`src/sv/dapwr_pkg.sv`:
```
// Shared types and constants of the debounced auxiliary power sequencer.
// Used by every module of the block; depends on nothing.

package dapwr_pkg;

    // Number of pin lanes carried by one request, and how many of them are built.
    localparam int NUM_PINS   = 16;
    localparam int NUM_INPUTS = 16;

    // Debounce counter.
    localparam int          CNT_W     = 4;
    localparam logic [3:0]  COUNT_MAX = 4'd15;

    // Power modes.
    localparam logic [1:0] MODE_OFF  = 2'd0;
    localparam logic [1:0] MODE_ON   = 2'd1;
    localparam logic [1:0] MODE_AUTO = 2'd2;

    // Configuration register indexes.
    localparam int         CFG_ADDR_W       = 3;
    localparam logic [2:0] CFG_AUX_MODE     = 3'd0;
    localparam logic [2:0] CFG_ENABLE_MASK  = 3'd1;
    localparam logic [2:0] CFG_INVERT_MASK  = 3'd2;
    localparam logic [2:0] CFG_WAKE_MASK    = 3'd3;
    localparam logic [2:0] CFG_DEB_LIMIT    = 3'd4;
    localparam logic [2:0] CFG_OFF_DELAY    = 3'd5;
    localparam logic [2:0] CFG_HARD_DELAY   = 3'd6;

    // Reset values of the configuration registers.
    localparam logic [1:0]  RST_AUX_MODE   = MODE_AUTO;
    localparam logic [3:0]  RST_DEB_LIMIT  = 4'd10;
    localparam logic [31:0] RST_OFF_DELAY  = 32'd3600000;
    localparam logic [31:0] RST_HARD_DELAY = 32'd300000;

    // Millisecond to second conversion: q = (x * DIV_RECIP) >> DIV_SHIFT.
    // DIV_RECIP is ceil(2^41 / 1000); the rounding error of 448 keeps the
    // quotient exact for every x below 2^31.
    localparam int          LEFT_W    = 31;
    localparam int          PROD_W    = 63;
    localparam int          DIV_SHIFT = 41;
    localparam logic [31:0] DIV_RECIP = 32'd2199023256;
    localparam int          SECS_W    = 23;

    // Configuration seen by the sequencer.
    typedef struct packed {
        logic [1:0]  aux_mode;
        logic [15:0] wake_mask;
        logic [31:0] off_delay_ms;
        logic [31:0] hard_delay_ms;
    } seq_cfg_t;

    // Sequencer status handed to the output stage.
    typedef struct packed {
        logic              secs_ok;
        logic [LEFT_W-1:0] left_ms;
    } seq_stat_t;

    // A deadline is reached when (now - deadline) is zero or positive as a
    // signed 32-bit value. The argument is deadline - now.
    function automatic logic time_reached(input logic [31:0] diff);
        time_reached = (diff == 32'd0) || (diff[31] && (diff[30:0] != 31'd0));
    endfunction

endpackage

```
`src/sv/dapwr_lane.sv`:
```
// One debounce lane: optional inversion, a saturating bounce counter and
// the committed level of one pin. Depends on dapwr_pkg.

module dapwr_lane (
    input  logic                    clk,
    input  logic                    rst_n,
    input  logic                    advance,
    input  logic                    pin,
    input  logic                    enable,
    input  logic                    invert,
    input  logic [dapwr_pkg::CNT_W-1:0] limit,
    output logic                    level,
    output logic                    level_next
);
    import dapwr_pkg::*;

    logic             level_reg;
    logic [CNT_W-1:0] cnt_reg;
    logic [CNT_W-1:0] cnt_next;
    logic [CNT_W-1:0] cnt_inc;
    logic             val;

    // A contrary reading counts up to saturation, a matching one clears; disabled lanes hold the count, commit zero.
    always_comb
    begin
        val     = pin ^ invert;
        cnt_inc = (cnt_reg == COUNT_MAX) ? cnt_reg : cnt_reg + 1'b1;
        if (!enable)
        begin
            cnt_next   = cnt_reg;
            level_next = 1'b0;
        end
        else
        begin
            cnt_next   = (level_reg != val) ? cnt_inc : '0;
            level_next = (cnt_next > limit) ? val : level_reg;
        end
    end

    always_ff @(posedge clk or negedge rst_n)
    begin
        if (!rst_n)
        begin
            level_reg <= 1'b0;
            cnt_reg   <= '0;
        end
        else if (advance)
        begin
            level_reg <= level_next;
            cnt_reg   <= cnt_next;
        end
    end

    assign level = level_reg;

endmodule

```
`src/sv/dapwr_ctrl.sv`:
```
// Merging stage and power sequencer: combines the lane levels into the wake
// condition and runs the off delay and hard cutoff. Depends on dapwr_pkg.

module dapwr_ctrl (
    input  logic                            clk,
    input  logic                            rst_n,
    input  logic                            advance,
    input  logic [dapwr_pkg::NUM_PINS-1:0]  levels_next,
    input  logic [31:0]                     now_ms,
    input  dapwr_pkg::seq_cfg_t             cfg,
    output logic                            power_on,
    output logic                            request_line,
    output logic                            soft_active,
    output dapwr_pkg::seq_stat_t            stat
);
    import dapwr_pkg::*;

    logic        pw_reg, pw_next;
    logic        rq_reg, rq_next;
    logic        ss_reg, ss_next;
    logic        ws_reg, ws_next;
    logic [31:0] sd_reg, sd_next;
    logic [31:0] hd_reg, hd_next;

    logic        wake_any;
    logic        fired;
    logic        running;
    logic [31:0] soft_left;
    logic [31:0] hard_left;

    // Next state of the sequencer for the request being accepted.
    always_comb
    begin
        pw_next   = pw_reg;
        rq_next   = rq_reg;
        ss_next   = ss_reg;
        ws_next   = ws_reg;
        sd_next   = sd_reg;
        hd_next   = hd_reg;
        fired     = 1'b0;
        running   = 1'b0;
        wake_any  = |(levels_next & cfg.wake_mask);
        // On the tick the wake inputs fall the new deadline is exactly the delay away.
        soft_left = (ws_reg && !wake_any) ? cfg.off_delay_ms : sd_reg - now_ms;

        unique case (cfg.aux_mode)
            MODE_OFF:
            begin
                pw_next = 1'b0;
                rq_next = 1'b1;
                ss_next = 1'b0;
            end
            MODE_ON:
            begin
                pw_next = 1'b1;
                rq_next = 1'b0;
                ss_next = 1'b0;
            end
            MODE_AUTO:
            begin
                if (wake_any)
                begin
                    ws_next = 1'b1;
                    pw_next = 1'b1;
                    rq_next = 1'b0;
                    ss_next = 1'b0;
                end
                else if (ws_reg)
                begin
                    sd_next = now_ms + cfg.off_delay_ms;
                    ws_next = 1'b0;
                end
                // Off countdown runs while powered, with no wake pending and not yet in soft shutdown.
                if (!ws_next && pw_next && !ss_next)
                begin
                    running = 1'b1;
                    if (time_reached(soft_left))
                    begin
                        rq_next = 1'b1;
                        hd_next = now_ms + cfg.hard_delay_ms;
                        ss_next = 1'b1;
                        fired   = 1'b1;
                    end
                end
            end
            default:
            begin
            end
        endcase

        // Pending hard cutoff is checked in every mode; OFF and ON clear soft shutdown, so it cannot fire there.
        hard_left = fired ? cfg.hard_delay_ms : hd_reg - now_ms;
        if (ss_next && time_reached(hard_left))
        begin
            pw_next = 1'b0;
            rq_next = 1'b1;
            ss_next = 1'b0;
        end
    end

    always_ff @(posedge clk or negedge rst_n)
    begin
        if (!rst_n)
        begin
            pw_reg <= 1'b0;
            rq_reg <= 1'b0;
            ss_reg <= 1'b0;
            ws_reg <= 1'b0;
            sd_reg <= '0;
            hd_reg <= '0;
        end
        else if (advance)
        begin
            pw_reg <= pw_next;
            rq_reg <= rq_next;
            ss_reg <= ss_next;
            ws_reg <= ws_next;
            sd_reg <= sd_next;
            hd_reg <= hd_next;
        end
    end

    // Remaining time, kept for the seconds conversion of the next stage.
    logic              secs_ok_reg;
    logic [LEFT_W-1:0] left_reg;

    always_ff @(posedge clk)
    begin
        if (advance)
        begin
            secs_ok_reg <= running && !soft_left[31];
            left_reg    <= soft_left[LEFT_W-1:0];
        end
    end

    assign power_on      = pw_reg;
    assign request_line  = rq_reg;
    assign soft_active   = ss_reg;
    assign stat.secs_ok  = secs_ok_reg;
    assign stat.left_ms  = left_reg;

`ifndef SYNTHESIS
    // Soft shutdown is only entered with power on and the request raised.
    a_soft_implies_req: assert property (@(posedge clk) disable iff (!rst_n)
        ss_reg |-> (pw_reg && rq_reg))
        else $error("soft shutdown without power and request");

    // A running off countdown never coexists with a pending wake.
    a_countdown_no_wake: assert property (@(posedge clk) disable iff (!rst_n)
        (advance && running) |=> !ws_reg)
        else $error("countdown ran while wake was pending");
`endif

endmodule

```
`src/sv/dapwr_secdiv.sv`:
```
// Output-stage seconds conversion: remaining milliseconds times a reciprocal
// of 1000, registered, then shifted. Depends on dapwr_pkg.

module dapwr_secdiv (
    input  logic                            clk,
    input  logic                            advance,
    input  dapwr_pkg::seq_stat_t            stat,
    output logic [dapwr_pkg::SECS_W-1:0]    secs
);
    import dapwr_pkg::*;

    logic [PROD_W-1:0] prod_reg;
    logic [PROD_W-1:0] prod_next;

    // A negative or idle countdown reads as zero seconds.
    always_comb
    begin
        prod_next = stat.secs_ok ? PROD_W'(stat.left_ms) * PROD_W'(DIV_RECIP) : '0;
    end

    always_ff @(posedge clk)
    begin
        if (advance)
        begin
            prod_reg <= prod_next;
        end
    end

    assign secs = SECS_W'(prod_reg[PROD_W-1:DIV_SHIFT]);

endmodule

```
`src/sv/debounced_aux_power_sequencer.sv`:
```
// Debounced auxiliary power sequencer. One request per clock is accepted
// while s_tready is high (a pin sample and the millisecond time) and each
// yields one result: the first stage updates the 16 debounce lanes and the
// power sequencer, the second holds the product of the seconds conversion
// multiplier and is the output register. A stalled result stalls the two
// stages; s_tready follows m_tready combinationally when both are full.
// The configuration port takes a write every cycle (cfg_ready is always
// high); registers should be written only while no request is in flight.
// Depends on dapwr_pkg, dapwr_lane, dapwr_ctrl and dapwr_secdiv.

module debounced_aux_power_sequencer (
    input  logic        clk,
    input  logic        rst_n,
    // Input request: [15:0] pin_levels, [47:16] now_ms.
    input  logic        s_tvalid,
    output logic        s_tready,
    input  logic [47:0] s_tdata,
    // Result: [0] aux_power_on, [1] shutdown_request, [2] soft_shutdown_active,
    // [18:3] input_states, [41:19] seconds_until_off, [47:42] zero.
    output logic        m_tvalid,
    input  logic        m_tready,
    output logic [47:0] m_tdata,
    // Configuration writes.
    input  logic                              cfg_valid,
    output logic                              cfg_ready,
    input  logic [dapwr_pkg::CFG_ADDR_W-1:0]  cfg_addr,
    input  logic [31:0]                       cfg_wdata
);
    import dapwr_pkg::*;

    // Configuration registers.
    logic [1:0]       aux_mode_reg;
    logic [15:0]      enable_reg;
    logic [15:0]      invert_reg;
    logic [15:0]      wake_reg;
    logic [CNT_W-1:0] limit_reg;
    logic [31:0]      off_delay_reg;
    logic [31:0]      hard_delay_reg;

    assign cfg_ready = 1'b1;

    always_ff @(posedge clk or negedge rst_n)
    begin
        if (!rst_n)
        begin
            aux_mode_reg   <= RST_AUX_MODE;
            enable_reg     <= '0;
            invert_reg     <= '0;
            wake_reg       <= '0;
            limit_reg      <= RST_DEB_LIMIT;
            off_delay_reg  <= RST_OFF_DELAY;
            hard_delay_reg <= RST_HARD_DELAY;
        end
        else if (cfg_valid && cfg_ready)
        begin
            unique case (cfg_addr)
                CFG_AUX_MODE:    aux_mode_reg   <= cfg_wdata[1:0];
                CFG_ENABLE_MASK: enable_reg     <= cfg_wdata[15:0];
                CFG_INVERT_MASK: invert_reg     <= cfg_wdata[15:0];
                CFG_WAKE_MASK:   wake_reg       <= cfg_wdata[15:0];
                CFG_DEB_LIMIT:   limit_reg      <= cfg_wdata[CNT_W-1:0];
                CFG_OFF_DELAY:   off_delay_reg  <= cfg_wdata;
                CFG_HARD_DELAY:  hard_delay_reg <= cfg_wdata;
                default:
                begin
                end
            endcase
        end
    end

    // Pipeline flow control: a stage moves when the one after it can take it.
    logic a_valid_reg;
    logic b_valid_reg;
    logic en_a;
    logic en_b;
    logic accept;

    assign en_b     = !b_valid_reg || m_tready;
    assign en_a     = !a_valid_reg || en_b;
    assign s_tready = en_a;
    assign accept   = s_tvalid && en_a;

    always_ff @(posedge clk or negedge rst_n)
    begin
        if (!rst_n)
        begin
            a_valid_reg <= 1'b0;
            b_valid_reg <= 1'b0;
        end
        else
        begin
            if (en_a)
            begin
                a_valid_reg <= s_tvalid;
            end
            if (en_b)
            begin
                b_valid_reg <= a_valid_reg;
            end
        end
    end

    // Debounce lanes.
    logic [NUM_PINS-1:0] levels;
    logic [NUM_PINS-1:0] levels_next;
    logic [15:0]         pins;
    logic [31:0]         now_ms;

    assign pins   = s_tdata[15:0];
    assign now_ms = s_tdata[47:16];

    for (genvar i = 0; i < NUM_PINS; i++)
    begin : g_lane
        if (i < NUM_INPUTS)
        begin : g_used
            dapwr_lane u_lane (
                .clk        (clk),
                .rst_n      (rst_n),
                .advance    (accept),
                .pin        (pins[i]),
                .enable     (enable_reg[i]),
                .invert     (invert_reg[i]),
                .limit      (limit_reg),
                .level      (levels[i]),
                .level_next (levels_next[i])
            );
        end
        else
        begin : g_unused
            assign levels[i]      = 1'b0;
            assign levels_next[i] = 1'b0;
        end
    end

    // Power sequencer.
    seq_cfg_t  seq_cfg;
    seq_stat_t seq_stat;
    logic      power_on;
    logic      request_line;
    logic      soft_active;

    assign seq_cfg.aux_mode      = aux_mode_reg;
    assign seq_cfg.wake_mask     = wake_reg;
    assign seq_cfg.off_delay_ms  = off_delay_reg;
    assign seq_cfg.hard_delay_ms = hard_delay_reg;

    dapwr_ctrl u_ctrl (
        .clk          (clk),
        .rst_n        (rst_n),
        .advance      (accept),
        .levels_next  (levels_next),
        .now_ms       (now_ms),
        .cfg          (seq_cfg),
        .power_on     (power_on),
        .request_line (request_line),
        .soft_active  (soft_active),
        .stat         (seq_stat)
    );

    // Output register.
    logic              out_pw_reg;
    logic              out_rq_reg;
    logic              out_ss_reg;
    logic [15:0]       out_levels_reg;
    logic [SECS_W-1:0] secs;

    always_ff @(posedge clk)
    begin
        if (en_b)
        begin
            out_pw_reg     <= power_on;
            out_rq_reg     <= request_line;
            out_ss_reg     <= soft_active;
            out_levels_reg <= levels;
        end
    end

    dapwr_secdiv u_secdiv (
        .clk     (clk),
        .advance (en_b),
        .stat    (seq_stat),
        .secs    (secs)
    );

    assign m_tvalid = b_valid_reg;
    assign m_tdata  = {6'b0, secs, out_levels_reg, out_ss_reg, out_rq_reg, out_pw_reg};

`ifndef SYNTHESIS
    // An accepted request always occupies the first stage next cycle.
    a_accept_fills: assert property (@(posedge clk) disable iff (!rst_n)
        accept |=> a_valid_reg)
        else $error("accepted request lost in first stage");

    // Disabled inputs are committed as zero.
    a_disabled_zero: assert property (@(posedge clk) disable iff (!rst_n)
        $past(accept) |-> ((levels & ~$past(enable_reg)) == '0))
        else $error("disabled input committed high");

    // A nonzero countdown is only reported while powered and not in soft shutdown.
    a_secs_consistent: assert property (@(posedge clk) disable iff (!rst_n)
        (m_tvalid && (secs != '0)) |-> (out_pw_reg && !out_ss_reg))
        else $error("countdown reported in wrong power state");
`endif

endmodule
```
`config.mk`:
```
export PLATFORM = sky130hd
export DESIGN_NAME = debounced_aux_power_sequencer
export DESIGN_NICKNAME = d
export VERILOG_FILES = /design/src/sv/dapwr_pkg.sv /design/src/sv/dapwr_lane.sv /design/src/sv/dapwr_ctrl.sv /design/src/sv/dapwr_secdiv.sv /design/src/sv/debounced_aux_power_sequencer.sv
export SDC_FILE = /design/constraint.sdc
export NUM_CORES = 2
export LEC_CHECK = 0
export ABC_AREA = 1
export BUFFER_PORTS_ARGS = -buffer_cell sky130_fd_sc_hd__clkbuf_2
export CAP_MARGIN = 20
export CORE_MARGIN = 1
export CORE_UTILIZATION = 50
export CTS_CLUSTER_DIAMETER = 120
export CTS_CLUSTER_SIZE = 30
export DETAILED_ROUTE_END_ITERATION = 10
export GPL_TIMING_DRIVEN = 1
export PLACE_DENSITY = 0.67
export SETUP_SLACK_MARGIN = 0.3
export SYNTH_ARGS = -nofsm -noshare
export SYNTH_HDL_FRONTEND = slang
export SYNTH_SLANG_ARGS = --single-unit
```
`constraint.sdc`:
```
create_clock -name clk -period 11.4 [get_ports clk]
set_input_delay 0.57 -clock clk [delete_from_list [all_inputs] [get_ports clk]]
set_output_delay 0.57 -clock clk [all_outputs]
set_load 0.01 [all_outputs]
```
==> impl_metrics.toml <==
[run_status]
status = "complete, but fails checks"
violations = "hold timing"

[worst_setup_path]
critical_path.max_fanout = 11
crit_required_ns = 11.69
start_kind = "flop"
r2r_slack_ns = 4.02
path_common_cell = "fa_1"
slowest_stage = "edfxtp_1"
critPathCaptureType = "flop"
critical_path_class = "flop to flop"
critPathMaxStageDelay_ns = 0.95
worstPathArrival_ns = 7.67

[synth]
synthesis.area_sq_um = 36600
yosysTopAreaCellShare_pct = 20.1
netlist_top_cells_area = "ha_1 (20%), dfrtp_1 (17%), fa_1 (16%)"
ys_seq_area_share_pct = 24.4
ys_seq_elements = 341
synth_ff_type = "dfrtp_1"
yosysTopAreaCell = "ha_1"
synthArstFlopShare_pct = 78.6
yosysUniqueCellTypes = 55
yosys_warnings = 0
syn-mean-instance-area_sq_um = 8.35
synth-edff-count = 73
synth_cells = 4387

[min_path]
min_path_type = "input pin to asynchronous set/reset pin"

[timing]
fin_crit_sh_pct = 64.7
max_freq_ghz = 0.135
rsz0062_at_grt = "false"
post-route-min-period_ns = 7.38
setup-violations-final = 0
drv_slew = 0
whs_ns = -0.00623
finalHoldViolations = 2
setup_tns_ns = 0
relSlewSlack_pct = 31.2
finClkSkew_ns = 0.0691
worstMarginPinSlew_ns = 1.03

[global_routing]
grt_pass1_wl_um = 156000
first_global_vias = 29200
overflow = 0
antenna_found_initial = 1
grt_max_degree = 98
grtUsageTotal_pct = 26.7

[cts]
cts_buffers = 17
post_cts_resized = 0
ctsHoldBuffers = 0
clk_path_buf_depth = 3
clkLatencyLatePin_ns = 0.60
tritoncts = "yes"
cts_root_buffer = "clkbuf_16"
post_cts_buffers = 0
cts_sinks = 341
clkTransAtPathRegs_ns = 0.13
htreeDepth = 1

[finish]
layout-drive-gt1-share_pct = 4.90
nNetsFinal = 5465
largest_reg_flops = 64
syn2layout_area_growth_pct = 6.27

[flow_run]
cap_violations = 0

[floorplan]
die_area_sq_um = 74400
boundaryPins = 139
die_w_um = 273
dieHeight_um = 273
core_area_sq_um = 72000
start_util_pct = 50.9
rows = 98

[place]
gp_congestion = 0.971
io_buffers = 130
place.detailed.hpwl_um = 79000

[detailed_routing]
initialDrtViolationCount = 1750
ant_nets = 0
dr.pass1.iters = 5
wl_per_cell_um = 17.8
drt_wl_total_um = 97300
detail_route.vias_per_cell = 5.34
num_vias = 29200
drc_errors = 0
[worst paths after layout]
path | from | endpoint | cells after the start
max in group asynchronous | rst_n | g_lane[2].g_used.u_lane.cnt_reg[2] | 3
min in group clk | cfg_wdata[18] | off_delay_reg[18] | 3
min | rst_n | hard_delay_reg[23] | 1
max reg2reg | u_ctrl.left_reg[12] | u_secdiv.prod_reg[59] | 25
min reg2reg | wake_reg[1] | wake_reg[1] | 2
max | u_ctrl.left_reg[12] | u_secdiv.prod_reg[59] | 25
[logic make-up after synthesis]
kind of cell    count (synthesis)  share of synthesized area [%]
other cells                     2                         0.0205
simple gates                 1395                           15.5
flops                         341                           24.4
buf+inv                       842                           8.82
compound gates                772                           11.5
fa+ha+maj                     879                           36.0
xor+xnor                      156                           3.81
[metrics by stage]
stage	cell area [sq um]	hold slack, ns	setup slack, ns	util [%]	cells
2_1_floorplan	36700	0.274	5.16	-	4393
3_3_place_gp	38300	0.462	4.10	53.2	5426
3_5_place_dp	38300	0.473	4.03	53.2	5426
4_1_cts	38900	0.0190	3.98	54.0	5456
5_1_grt	38900	0.0476	3.59	54.1	5460
6_report	38900	-0.00623	4.02	54.1	5460
[cell usage after synthesis (all sizes together), types with 2 or more instances]
master / number
o2111ai: 2
o21ai: 347
edfxtp: 73
nand3: 151
and3: 2
conb: 2
buf: 24
nand2: 936
a21o: 10
ha: 588
nor2: 209
o211ai: 13
xnor2: 66
fa: 291
nand3b: 4
o221ai: 4
a31oi: 23
a21boi: 2
o21a: 22
or2: 3
a21oi: 287
nor3: 19
nand4: 58
clkbuf: 35
dfstp: 22
nor4: 12
inv: 782
xor2: 90
o31ai: 5
dfrtp: 246
a211oi: 20
o21bai: 28
[layout by cell type (no fill, tap or decap), drive strengths merged, types with 2 or more instances in the layout]
master / n
a211oi: 20
a21boi: 2
a21o: 10
a21oi: 287
a31oi: 23
and3: 2
buf: 16
clkbuf: 153
clkinv: 2
conb: 8
dfrtp: 246
dfstp: 22
edfxtp: 73
fa: 291
ha: 588
inv: 787
nand2: 936
nand3: 151
nand3b: 4
nand4: 58
nor2: 209
nor3: 19
nor4: 12
o2111ai: 2
o211ai: 13
o21a: 22
o21ai: 347
o21bai: 28
o221ai: 4
o31ai: 5
or2: 3
xnor2: 66
xor2: 90
[layout make-up]
class / instances / area [sq um]
diodes: 1 / 2.50
repair buffers: 145 / 818
multi-input cells: 3210 / 24500
flip-flops and latches: 341 / 8930
inverters: 783 / 2940
clock inverters: 6 / 100
fillers: 6818 / 33000
well taps: 950 / 1190
clock buffers: 24 / 452
[critical path, delay by kind of cell, from the launching register on]
family	cells	cell delay, ns
and+or+nand+nor	4	0.29
AOI/OAI and AO/OA	9	1.61
DFF	1	0.95
adders and majority gates	9	4.06
buffers and inverters	3	0.19
[layer usage]
layer | track usage, % | wire (um)
met1 | 36.0 | 44200
met2 | 45.7 | 46000
met3 | 2.03 | 4040
met4 | 7.91 | 3070
met5 | 0 | 0
Power is not shown: default switching activity piles up to over one toggle a cycle in this logic, so the estimate is an artifact.
